$ cat config.mk
export PLATFORM = sky130hd
export DESIGN_NAME = bounded_lifo_stack_core
export DESIGN_NICKNAME = d
export VERILOG_FILES = /design/src/rtl/core/bls_pkg.sv /design/src/rtl/core/bls_ctrl.sv /design/src/rtl/core/bls_datapath.sv /design/src/rtl/core/bounded_lifo_stack_core.sv
export SDC_FILE = /design/constraint.sdc
export NUM_CORES = 2
export LEC_CHECK = 0
export ABC_AREA = 0
export BUFFER_PORTS_ARGS = -buffer_cell sky130_fd_sc_hd__buf_2
export CAP_MARGIN = 20
export CELL_PAD_IN_SITES_DETAIL_PLACEMENT = 0
export CELL_PAD_IN_SITES_GLOBAL_PLACEMENT = 1
export CORE_ASPECT_RATIO = 0.75
export CORE_MARGIN = 1.5
export CORE_UTILIZATION = 40
export CTS_CLUSTER_DIAMETER = 30
export CTS_CLUSTER_SIZE = 8
export DETAILED_ROUTE_END_ITERATION = 8
export MAX_ROUTING_LAYER = met4
export PLACE_DENSITY = 0.69
export SYNTH_ARGS = -nofsm -noshare
export SYNTH_HDL_FRONTEND = slang
export SYNTH_SLANG_ARGS = --single-unit
$ cat constraint.sdc
create_clock -name clk_i -period 6.8 [get_ports clk_i]
set_input_delay 0 -clock clk_i [delete_from_list [all_inputs] [get_ports clk_i]]
set_output_delay 0 -clock clk_i [all_outputs]
set_load 0.05 [all_outputs]
$ cat src/rtl/core/bls_pkg.sv
// Package for the bounded LIFO stack: operation and status codes, defaults,
// and the command word passed from the controller to the datapath.
// No dependencies.
package bls_pkg;

  // Field widths fixed by the interface
  localparam int unsigned OpW    = 2;
  localparam int unsigned DataW  = 32;
  localparam int unsigned PosW   = 7;
  localparam int unsigned CapW   = 7;
  localparam int unsigned StatW  = 2;

  // Built depth of the entry store
  localparam int unsigned DEF_MAX_DEPTH = 64;

  // Capacity after reset
  localparam logic [CapW-1:0] CAP_RESET = 7'd64;

  // Word returned for a push or a failed operation
  localparam logic [DataW-1:0] FAIL_VALUE = 32'hFFFF_FFFF;

  // Operation codes
  localparam logic [OpW-1:0] OP_PUSH = 2'd0;
  localparam logic [OpW-1:0] OP_POP  = 2'd1;
  localparam logic [OpW-1:0] OP_PEEK = 2'd2;

  // Status codes
  localparam logic [StatW-1:0] ST_OK        = 2'd0;
  localparam logic [StatW-1:0] ST_OVERFLOW  = 2'd1;
  localparam logic [StatW-1:0] ST_UNDERFLOW = 2'd2;
  localparam logic [StatW-1:0] ST_INVALID   = 2'd3;

  // Commands from the controller to the datapath
  typedef struct packed {
    logic exec;    // carry out the operation on the input word
    logic cfg_wr;  // load the capacity register
  } cmd_t;

endpackage

$ cat src/rtl/core/bls_ctrl.sv
// Controller of the bounded LIFO stack: command handshake, result strobe
// and configuration handshake. Depends on bls_pkg.
module bls_ctrl
  import bls_pkg::*;
(
  input  logic clk_i,
  input  logic rst_ni,
  input  logic start_i,
  input  logic cfg_valid_i,
  output logic busy_o,
  output logic cfg_ready_o,
  output logic done_o,
  output cmd_t cmd_o
);

  localparam logic ST_IDLE = 1'b0;
  localparam logic ST_RESP = 1'b1;

  logic state_q, state_d;

  // The datapath takes a new command every cycle, even while a result is shown
  assign busy_o = 1'b0;

  // Capacity may only be loaded while no result is pending and no command is offered
  assign cfg_ready_o = (state_q == ST_IDLE) & ~start_i;

  assign cmd_o.exec   = start_i & ~busy_o;
  assign cmd_o.cfg_wr = cfg_valid_i & cfg_ready_o;

  // A result follows every accepted command in the next cycle
  always_comb begin
    unique case (state_q)
      ST_IDLE: state_d = cmd_o.exec ? ST_RESP : ST_IDLE;
      ST_RESP: state_d = cmd_o.exec ? ST_RESP : ST_IDLE;
      default: state_d = ST_IDLE;
    endcase
  end

  always_ff @(posedge clk_i or negedge rst_ni) begin
    if (!rst_ni) begin
      state_q <= ST_IDLE;
    end else begin
      state_q <= state_d;
    end
  end

  assign done_o = (state_q == ST_RESP);

endmodule

$ cat src/rtl/core/bls_datapath.sv
// Datapath of the bounded LIFO stack: entry store, entry count, capacity
// register and the result registers. Depends on bls_pkg.
module bls_datapath
  import bls_pkg::*;
#(
  parameter int unsigned MaxDepth = DEF_MAX_DEPTH
) (
  input  logic                    clk_i,
  input  logic                    rst_ni,
  input  cmd_t                    cmd_i,
  input  logic [CapW-1:0]         cfg_data_i,
  input  logic [OpW-1:0]          operation_i,
  input  logic signed [DataW-1:0] push_value_i,
  input  logic [PosW-1:0]         depth_from_top_i,
  output logic signed [DataW-1:0] read_value_o,
  output logic [StatW-1:0]        status_o,
  output logic                    is_empty_o,
  output logic                    is_full_o
);

  localparam int unsigned CntW  = $clog2(MaxDepth + 1);
  localparam int unsigned AddrW = (MaxDepth > 1) ? $clog2(MaxDepth) : 1;
  localparam int unsigned CmpW  = (CntW > PosW) ? CntW : PosW;

  logic [CapW-1:0]   cap_q;
  logic [CntW-1:0]   count_q, count_d;
  logic [CntW-1:0]   cap_eff;
  logic [CntW-1:0]   cnt_next;
  logic [CmpW-1:0]   cnt_w, pos_w;
  logic [AddrW-1:0]  waddr, raddr;
  logic              we, re;
  logic [StatW-1:0]  stat_d;

  logic [DataW-1:0]  mem_q [MaxDepth];
  logic [DataW-1:0]  rdata_q;
  logic              rd_ok_q;
  logic [StatW-1:0]  status_q;
  logic              empty_q, full_q;

  // Effective capacity: zero acts as one, and it never exceeds the built depth
  always_comb begin
    if (cap_q == '0) begin
      cap_eff = CntW'(1);
    end else if (int'(cap_q) > int'(MaxDepth)) begin
      cap_eff = CntW'(MaxDepth);
    end else begin
      cap_eff = CntW'(cap_q);
    end
  end

  assign cnt_w = CmpW'(count_q);
  assign pos_w = CmpW'(depth_from_top_i);

  // Decode the operation against the present count
  always_comb begin
    we       = 1'b0;
    re       = 1'b0;
    stat_d   = ST_OK;
    cnt_next = count_q;
    waddr    = AddrW'(count_q);
    raddr    = AddrW'(count_q - 1'b1);
    unique case (operation_i)
      OP_PUSH: begin
        if (count_q >= cap_eff) begin
          stat_d = ST_OVERFLOW;
        end else begin
          we       = 1'b1;
          cnt_next = count_q + 1'b1;
        end
      end
      OP_POP: begin
        if (count_q == '0) begin
          stat_d = ST_UNDERFLOW;
        end else begin
          re       = 1'b1;
          cnt_next = count_q - 1'b1;
        end
      end
      OP_PEEK: begin
        if (depth_from_top_i == '0 || pos_w > cnt_w) begin
          stat_d = ST_INVALID;
        end else begin
          re    = 1'b1;
          raddr = AddrW'(cnt_w - pos_w);
        end
      end
      default: stat_d = ST_INVALID;
    endcase
  end

  assign count_d = cmd_i.exec ? cnt_next : count_q;

  // Control registers: capacity and entry count
  always_ff @(posedge clk_i or negedge rst_ni) begin
    if (!rst_ni) begin
      cap_q   <= CAP_RESET;
      count_q <= '0;
    end else begin
      if (cmd_i.cfg_wr) begin
        cap_q <= cfg_data_i;
      end
      count_q <= count_d;
    end
  end

  // Entry store with one write port and a registered read port
  always_ff @(posedge clk_i) begin
    if (cmd_i.exec && we) begin
      mem_q[waddr] <= push_value_i;
    end
    if (cmd_i.exec && re) begin
      rdata_q <= mem_q[raddr];
    end
  end

  // Result registers, loaded with each command
  always_ff @(posedge clk_i) begin
    if (cmd_i.exec) begin
      rd_ok_q  <= re;
      status_q <= stat_d;
      empty_q  <= (cnt_next == '0);
      full_q   <= (cnt_next >= cap_eff);
    end
  end

  assign read_value_o = rd_ok_q ? $signed(rdata_q) : $signed(FAIL_VALUE);
  assign status_o     = status_q;
  assign is_empty_o   = empty_q;
  assign is_full_o    = full_q;

  // The count never passes the built depth
  a_count_bound: assert property (@(posedge clk_i) disable iff (!rst_ni)
    int'(count_q) <= int'(MaxDepth))
    else $error("entry count beyond built depth");

  // A successful push raises the count by one
  a_push_count: assert property (@(posedge clk_i) disable iff (!rst_ni)
    (cmd_i.exec && we) |=> (count_q == $past(count_q) + 1'b1))
    else $error("push did not advance the count");

  // The empty flag of a result matches the count it leaves behind
  a_empty_flag: assert property (@(posedge clk_i) disable iff (!rst_ni)
    cmd_i.exec |=> (empty_q == (count_q == '0)))
    else $error("empty flag disagrees with count");

endmodule

$ cat src/rtl/core/bounded_lifo_stack_core.sv
// Top level of the bounded LIFO stack: joins the controller and datapath.
// Depends on bls_pkg, bls_ctrl and bls_datapath.
//
//  channel   handshake               word
//  command   start_i, busy_o         operation_i, push_value_i, depth_from_top_i
//  result    done_o (one cycle)      read_value_o, status_o, is_empty_o, is_full_o
//  config    cfg_valid_i, cfg_ready_o cfg_data_i (capacity)
//
// A command is taken in every cycle; its result shows on done_o in the next cycle,
// from the registered read port of the entry store.
// Reset empties the stack and sets the capacity to 64; the store itself is
// not cleared, since only written entries are ever read.
// The receiver cannot stall: each result is valid for exactly one cycle.
// The capacity register is taken only while no result is pending and no
// command is offered.
module bounded_lifo_stack_core
  import bls_pkg::*;
#(
  parameter int unsigned MaxDepth = DEF_MAX_DEPTH
) (
  input  logic                    clk_i,
  input  logic                    rst_ni,
  input  logic                    start_i,
  output logic                    busy_o,
  input  logic [OpW-1:0]          operation_i,
  input  logic signed [DataW-1:0] push_value_i,
  input  logic [PosW-1:0]         depth_from_top_i,
  output logic                    done_o,
  output logic signed [DataW-1:0] read_value_o,
  output logic [StatW-1:0]        status_o,
  output logic                    is_empty_o,
  output logic                    is_full_o,
  input  logic                    cfg_valid_i,
  output logic                    cfg_ready_o,
  input  logic [CapW-1:0]         cfg_data_i
);

  cmd_t cmd;

  // Sequencing of commands, results and configuration
  bls_ctrl u_ctrl (
    .clk_i       (clk_i),
    .rst_ni      (rst_ni),
    .start_i     (start_i),
    .cfg_valid_i (cfg_valid_i),
    .busy_o      (busy_o),
    .cfg_ready_o (cfg_ready_o),
    .done_o      (done_o),
    .cmd_o       (cmd)
  );

  // Stack storage and result formation
  bls_datapath #(
    .MaxDepth (MaxDepth)
  ) u_datapath (
    .clk_i            (clk_i),
    .rst_ni           (rst_ni),
    .cmd_i            (cmd),
    .cfg_data_i       (cfg_data_i),
    .operation_i      (operation_i),
    .push_value_i     (push_value_i),
    .depth_from_top_i (depth_from_top_i),
    .read_value_o     (read_value_o),
    .status_o         (status_o),
    .is_empty_o       (is_empty_o),
    .is_full_o        (is_full_o)
  );

endmodule

==> run summary <==
The flow ran to the end, and the final reports show no timing, DRC or antenna violations. The critical path buffer and inverter count is 4. At the end of the flow the core is filled with cells to between 40% and 50%. Among all flip-flop cells after synthesis, the most frequent one is sky130_fd_sc_hd__edfxtp_1. The net switching power came out at 16500 µW. The final count of pins violating max slew came out at 0. On the worst path, the slowest cell contributes a delay of approximately 700 ps. The achievable clock frequency is about 0.18 GHz. The share of total power in sequential cells came out at a little under a third. The min-delay analysis places its worst path in the category in -> reg.

The shortest clock period the worst path allows after layout is about 5700 ps. The reported max-cap violation count came out at 0. The hold violation total from the final report came out at 0. In this run the most critical hold path is launched from push_value_i[25]. Clock-pin slew was measured on the worst setup and hold paths at 50 ps. Internal power comes to about 30000 µW. The congestion estimate from routability-driven global placement came to roughly 0.93. The peak supply drop is 548 µV. In this run the standard cell core region covers a little over 0.2 mm². The path with the worst hold slack has its endpoint at u_datapath.mem_q[6][25]. The worst setup path is launched from a flop. The critical path crosses 14 cells after its start point. The post-synth net total came out at between 5000 and 6000. For this run the aggregate overflow at the end of global routing stands at 0.

The port buffer count is 89. The slew of the pin with the lowest slew margin is approximately 1200 ps. The warning count from the yosys run came out at 0. Gates resized during post-CTS repair numbered 0. Counting every sink on the clock net gives 2100. The largest fanout on the critical path is 33. In this run the critical register-to-register path is launched from u_datapath.cnt_w[0]. The horizontal die dimension is around 530 µm. The I/O pin count came out at about 90.

The total power consumption of the routed design came out at 46600 µW. The synthesized netlist occupies a cell area of a little over 0.08 mm². The post-detailed-route count of antenna-violating nets is 0. In this run the clock root is driven by a sky130_fd_sc_hd__clkbuf_16.

STA puts the critical path data required time at around 7400 ps. Synthesis produced roughly 5800 cells. Combinational logic is responsible for between 20% and 30% of the overall power. The placed wire-length estimate after detailed placement is roughly 160000 µm.

The register area share after synthesis came out at 76.4%. The setup check on the worst reg-to-reg path leaves a slack of about 1100 ps. After the first detailed-routing iteration, the DRC count stood at between 8000 and 9000. The clock network latency to the later pin of the worst-skew pair came out at around 880 ps. The TritonCTS buffer count is between 300 and 400.

The capture point of the worst reg-to-reg path is u_datapath.rdata_q[14]. The maximum buffer depth of the clock tree came out at 4. The count of nets after finishing came out at 6208. The filler cell count is 17200.

Setup violations remaining at the end of the flow were counted as 0. The summed negative setup slack over all endpoints came out at 0 ps. Data arrives at the worst endpoint at roughly 6300 ps. The vertical extent of the die came out at roughly 400 µm. Walking the worst path, the cells encountered are inv_1, ha_1, inv_1, fa_1, nand2b_1, or4_1, and3_4, a21oi_4, buf_12, buf_12, a32oi_1, nand4_1, nand4_1, or4_1. The worst setup skew after layout came out at ~65 ps. The cell family contributing the most delay on the critical path is simple AND/OR/NAND/NOR gates. The share of cells above drive strength 1 is 14.2%. The number of enable flip-flop cells after synthesis came out at about 2100.

The area added between synthesis and finish is 21.6%. The slowest stage of the critical path belongs to the cell sky130_fd_sc_hd__dfrtp_1. The floorplan step defined a die boundary enclosing 0.209 mm². The count of cells along the worst hold path is 2.

The kind of end point of the critical path is a flop. The global-route wire length before repair came out at 375000 µm. The worst register-to-register path has a depth of 14. Setup repair after global routing left no endpoint under its margin. The number of global-route vias before repair is 48700.

The post-synthesis sequential element count came out at 2100. The number of placement rows came out at roughly 140. The reported leakage power is 0.0343 µW. Wires add up to 269000 µm. The routed wire length per instance came out at between 20 and 30 µm. The via density per instance is around 5.8.

The via count came out at approximately 53000. A synthesized cell averages 14.3 µm². The number of antenna violations at the first check in global routing is 40.

The initial core utilization came out at between 40% and 50%. The count of TritonRoute iterations in the first routing pass came out at 6. Net switching is between 30 and 40% of the power.

Entering global routing, the biggest net connects between 150 and 200 pins. The number of distinct standard cells referenced by the synthesized netlist is 67. The share of async-settable or async-resettable flops after synthesis came out at 0.714%. The H-tree was split into 5 levels. The category of the most critical setup path is reg -> reg. The combined global-route utilization of all metal layers is 26.0%. The relative slew slack came out at 17.3%. In this run the power density over the cells is approximately 460 mW/mm². The DRC violation count after routing came out at 0.

The clock share of power is around two fifths. Of the available clock period, the critical path in the final layout requires a little over four fifths. TritonCTS built the clock tree.
-- synthesized netlist by cell type, types with 31 or more instances --
library cell / instances / area share (%)
sky130_fd_sc_hd__nand4_1: 193 / 1.5
sky130_fd_sc_hd__buf_2: 116 / 0.70
sky130_fd_sc_hd__o21ai_0: 73 / 0.44
sky130_fd_sc_hd__mux2i_1: 269 / 3.3
sky130_fd_sc_hd__nand2b_1: 39 / 0.30
sky130_fd_sc_hd__nor2_1: 92 / 0.42
sky130_fd_sc_hd__nand3_1: 465 / 2.8
sky130_fd_sc_hd__clkbuf_1: 195 / 0.89
sky130_fd_sc_hd__or4_1: 33 / 0.30
sky130_fd_sc_hd__and3_1: 37 / 0.28
sky130_fd_sc_hd__edfxtp_1: 2085 / 76
sky130_fd_sc_hd__a32oi_1: 251 / 2.7
sky130_fd_sc_hd__o221ai_1: 31 / 0.33
sky130_fd_sc_hd__nand2_1: 1588 / 7.2
-- timing repair --
item,in CTS,in global routing
endpoints found under the hold margin,1590,0
hold buffers,65,0
setup buffers,0,0
-- worst max-delay path by stage --
stage | slack, ps | to | startpoint
2_1_floorplan | 1040 | u_datapath.mem_q[0][0] | u_datapath.cnt_w[0]
3_3_place_gp | 1270 | u_datapath.rdata_q[23] | u_datapath.cnt_w[2]
3_5_place_dp | 1260 | u_datapath.rdata_q[23] | u_datapath.cnt_w[2]
4_1_cts | 1240 | u_datapath.rdata_q[5] | u_datapath.cnt_w[2]
5_1_grt | 1010 | u_datapath.rdata_q[14] | u_datapath.cnt_w[0]
6_report | 1090 | u_datapath.rdata_q[14] | u_datapath.cnt_w[0]
-- worst reg2reg max path, delay by kind of cell (launching register included) --
family | cells | cell delay (ps)
AO/OA/AOI/OAI | 2 | 690
adder cells (fa/ha/maj) | 2 | 710
buffers and inverters | 4 | 990
flip-flops | 1 | 680
AND/OR/NAND/NOR | 6 | 2370
-- per-layer routing --
| layer | up-vias | wire, µm | track usage, % |
|---|---|---|---|
| met1 | 26700 | 117000 | 39.1 |
| li1 | 22600 | - | - |
| met5 | - | 0 | - |
| met4 | 0 | 6890 | 6.86 |
| met2 | 3264 | 105000 | 32.1 |
| met3 | 380 | 39400 | 9.66 |
-- cell type report --
type / instances / area (µm²) / share of cell area, %
flip-flops and latches: 2100 / 63000 / 62.8
multi-input cells: 3278 / 18500 / 18.4
clock buffers: 446 / 9950 / 9.92
well taps: 2701 / 3380 / 3.37
repair buffers: 334 / 2850 / 2.84
clock inverters: 214 / 2400 / 2.40
diodes: 46 / 115 / 0.115
inverters: 26 / 97.6 / 0.0973
-- sequential cells by signal (all words and copies together) (netlist names) --
name / count
u_datapath.status_o: 2
u_datapath.cap_q: 7
u_datapath.rd_ok_q: 1
u_datapath.is_full_o: 1
u_datapath.is_empty_o: 1
u_datapath.mem_q: 2048
u_ctrl.done_o: 1
u_datapath.cnt_w: 7
u_datapath.rdata_q: 32
-- power by group through the flow --
stage | logic (µW) | clock network (µW) | registers (µW)
2_1_floorplan | 7570 | 0 | 14800
3_3_place_gp | 13200 | 0 | 14900
3_5_place_dp | 13200 | 0 | 14900
4_1_cts | 13300 | 18400 | 14700
5_1_grt | 14200 | 19000 | 14700
6_report | 13600 | 18300 | 14700
-- through the flow --
stage | hold slack (ps) | std cells | setup WS (ps) | area (µm²)
floorplan | -296 | 5757 | 1040 | 82500
global placement | -59.2 | 8371 | 1270 | 87100
detailed placement | -61.8 | 8371 | 1260 | 87100
CTS | 7.71 | 9096 | 1240 | 100000
global route | 46.6 | 9136 | 1010 | 100000
finish | 20.6 | 9145 | 1090 | 100000
-- cells in the final DEF (no fill, tap or decap), types with 30 or more instances in the layout --
cell type / Yosys / routed
sky130_fd_sc_hd__and3_1: 37 / 35
sky130_fd_sc_hd__nand2_1: 1588 / 1588
sky130_fd_sc_hd__buf_12: 0 / 30
sky130_fd_sc_hd__diode_2: 0 / 46
sky130_fd_sc_hd__nand3_1: 465 / 459
sky130_fd_sc_hd__clkinv_1: 1 / 71
sky130_fd_sc_hd__clkinv_2: 0 / 63
sky130_fd_sc_hd__nor2_4: 0 / 65
sky130_fd_sc_hd__nand2b_1: 39 / 39
sky130_fd_sc_hd__mux2i_1: 269 / 269
sky130_fd_sc_hd__o221ai_1: 31 / 31
sky130_fd_sc_hd__edfxtp_1: 2085 / 2085
sky130_fd_sc_hd__clkbuf_1: 195 / 57
sky130_fd_sc_hd__bufinv_16: 0 / 43
sky130_fd_sc_hd__clkbuf_16: 0 / 389
sky130_fd_sc_hd__buf_4: 14 / 161
sky130_fd_sc_hd__and4_1: 30 / 30
sky130_fd_sc_hd__buf_2: 116 / 78
sky130_fd_sc_hd__nand4_1: 193 / 193
sky130_fd_sc_hd__ha_1: 30 / 30
sky130_fd_sc_hd__a32oi_1: 251 / 251
sky130_fd_sc_hd__o21ai_0: 73 / 73
sky130_fd_sc_hd__dlygate4sd3_1: 0 / 65
sky130_fd_sc_hd__or4_1: 33 / 33
-- cells by family (layout without fill, tap and decap cells) --
logic type | after synthesis | count (layout) | share of synthesized area, %
simple gates | 2523 | 2523 | 13.5
flops | 2100 | 2100 | 76.4
compound gates | 428 | 428 | 4.08
buf+inv | 379 | 1020 | 2.00
mux | 289 | 289 | 3.54
fa+ha+maj | 31 | 31 | 0.479
xor+xnor | 6 | 6 | 0.0637
other cells | 1 | 47 | 0.00455
(Power assumes the default switching activity.)
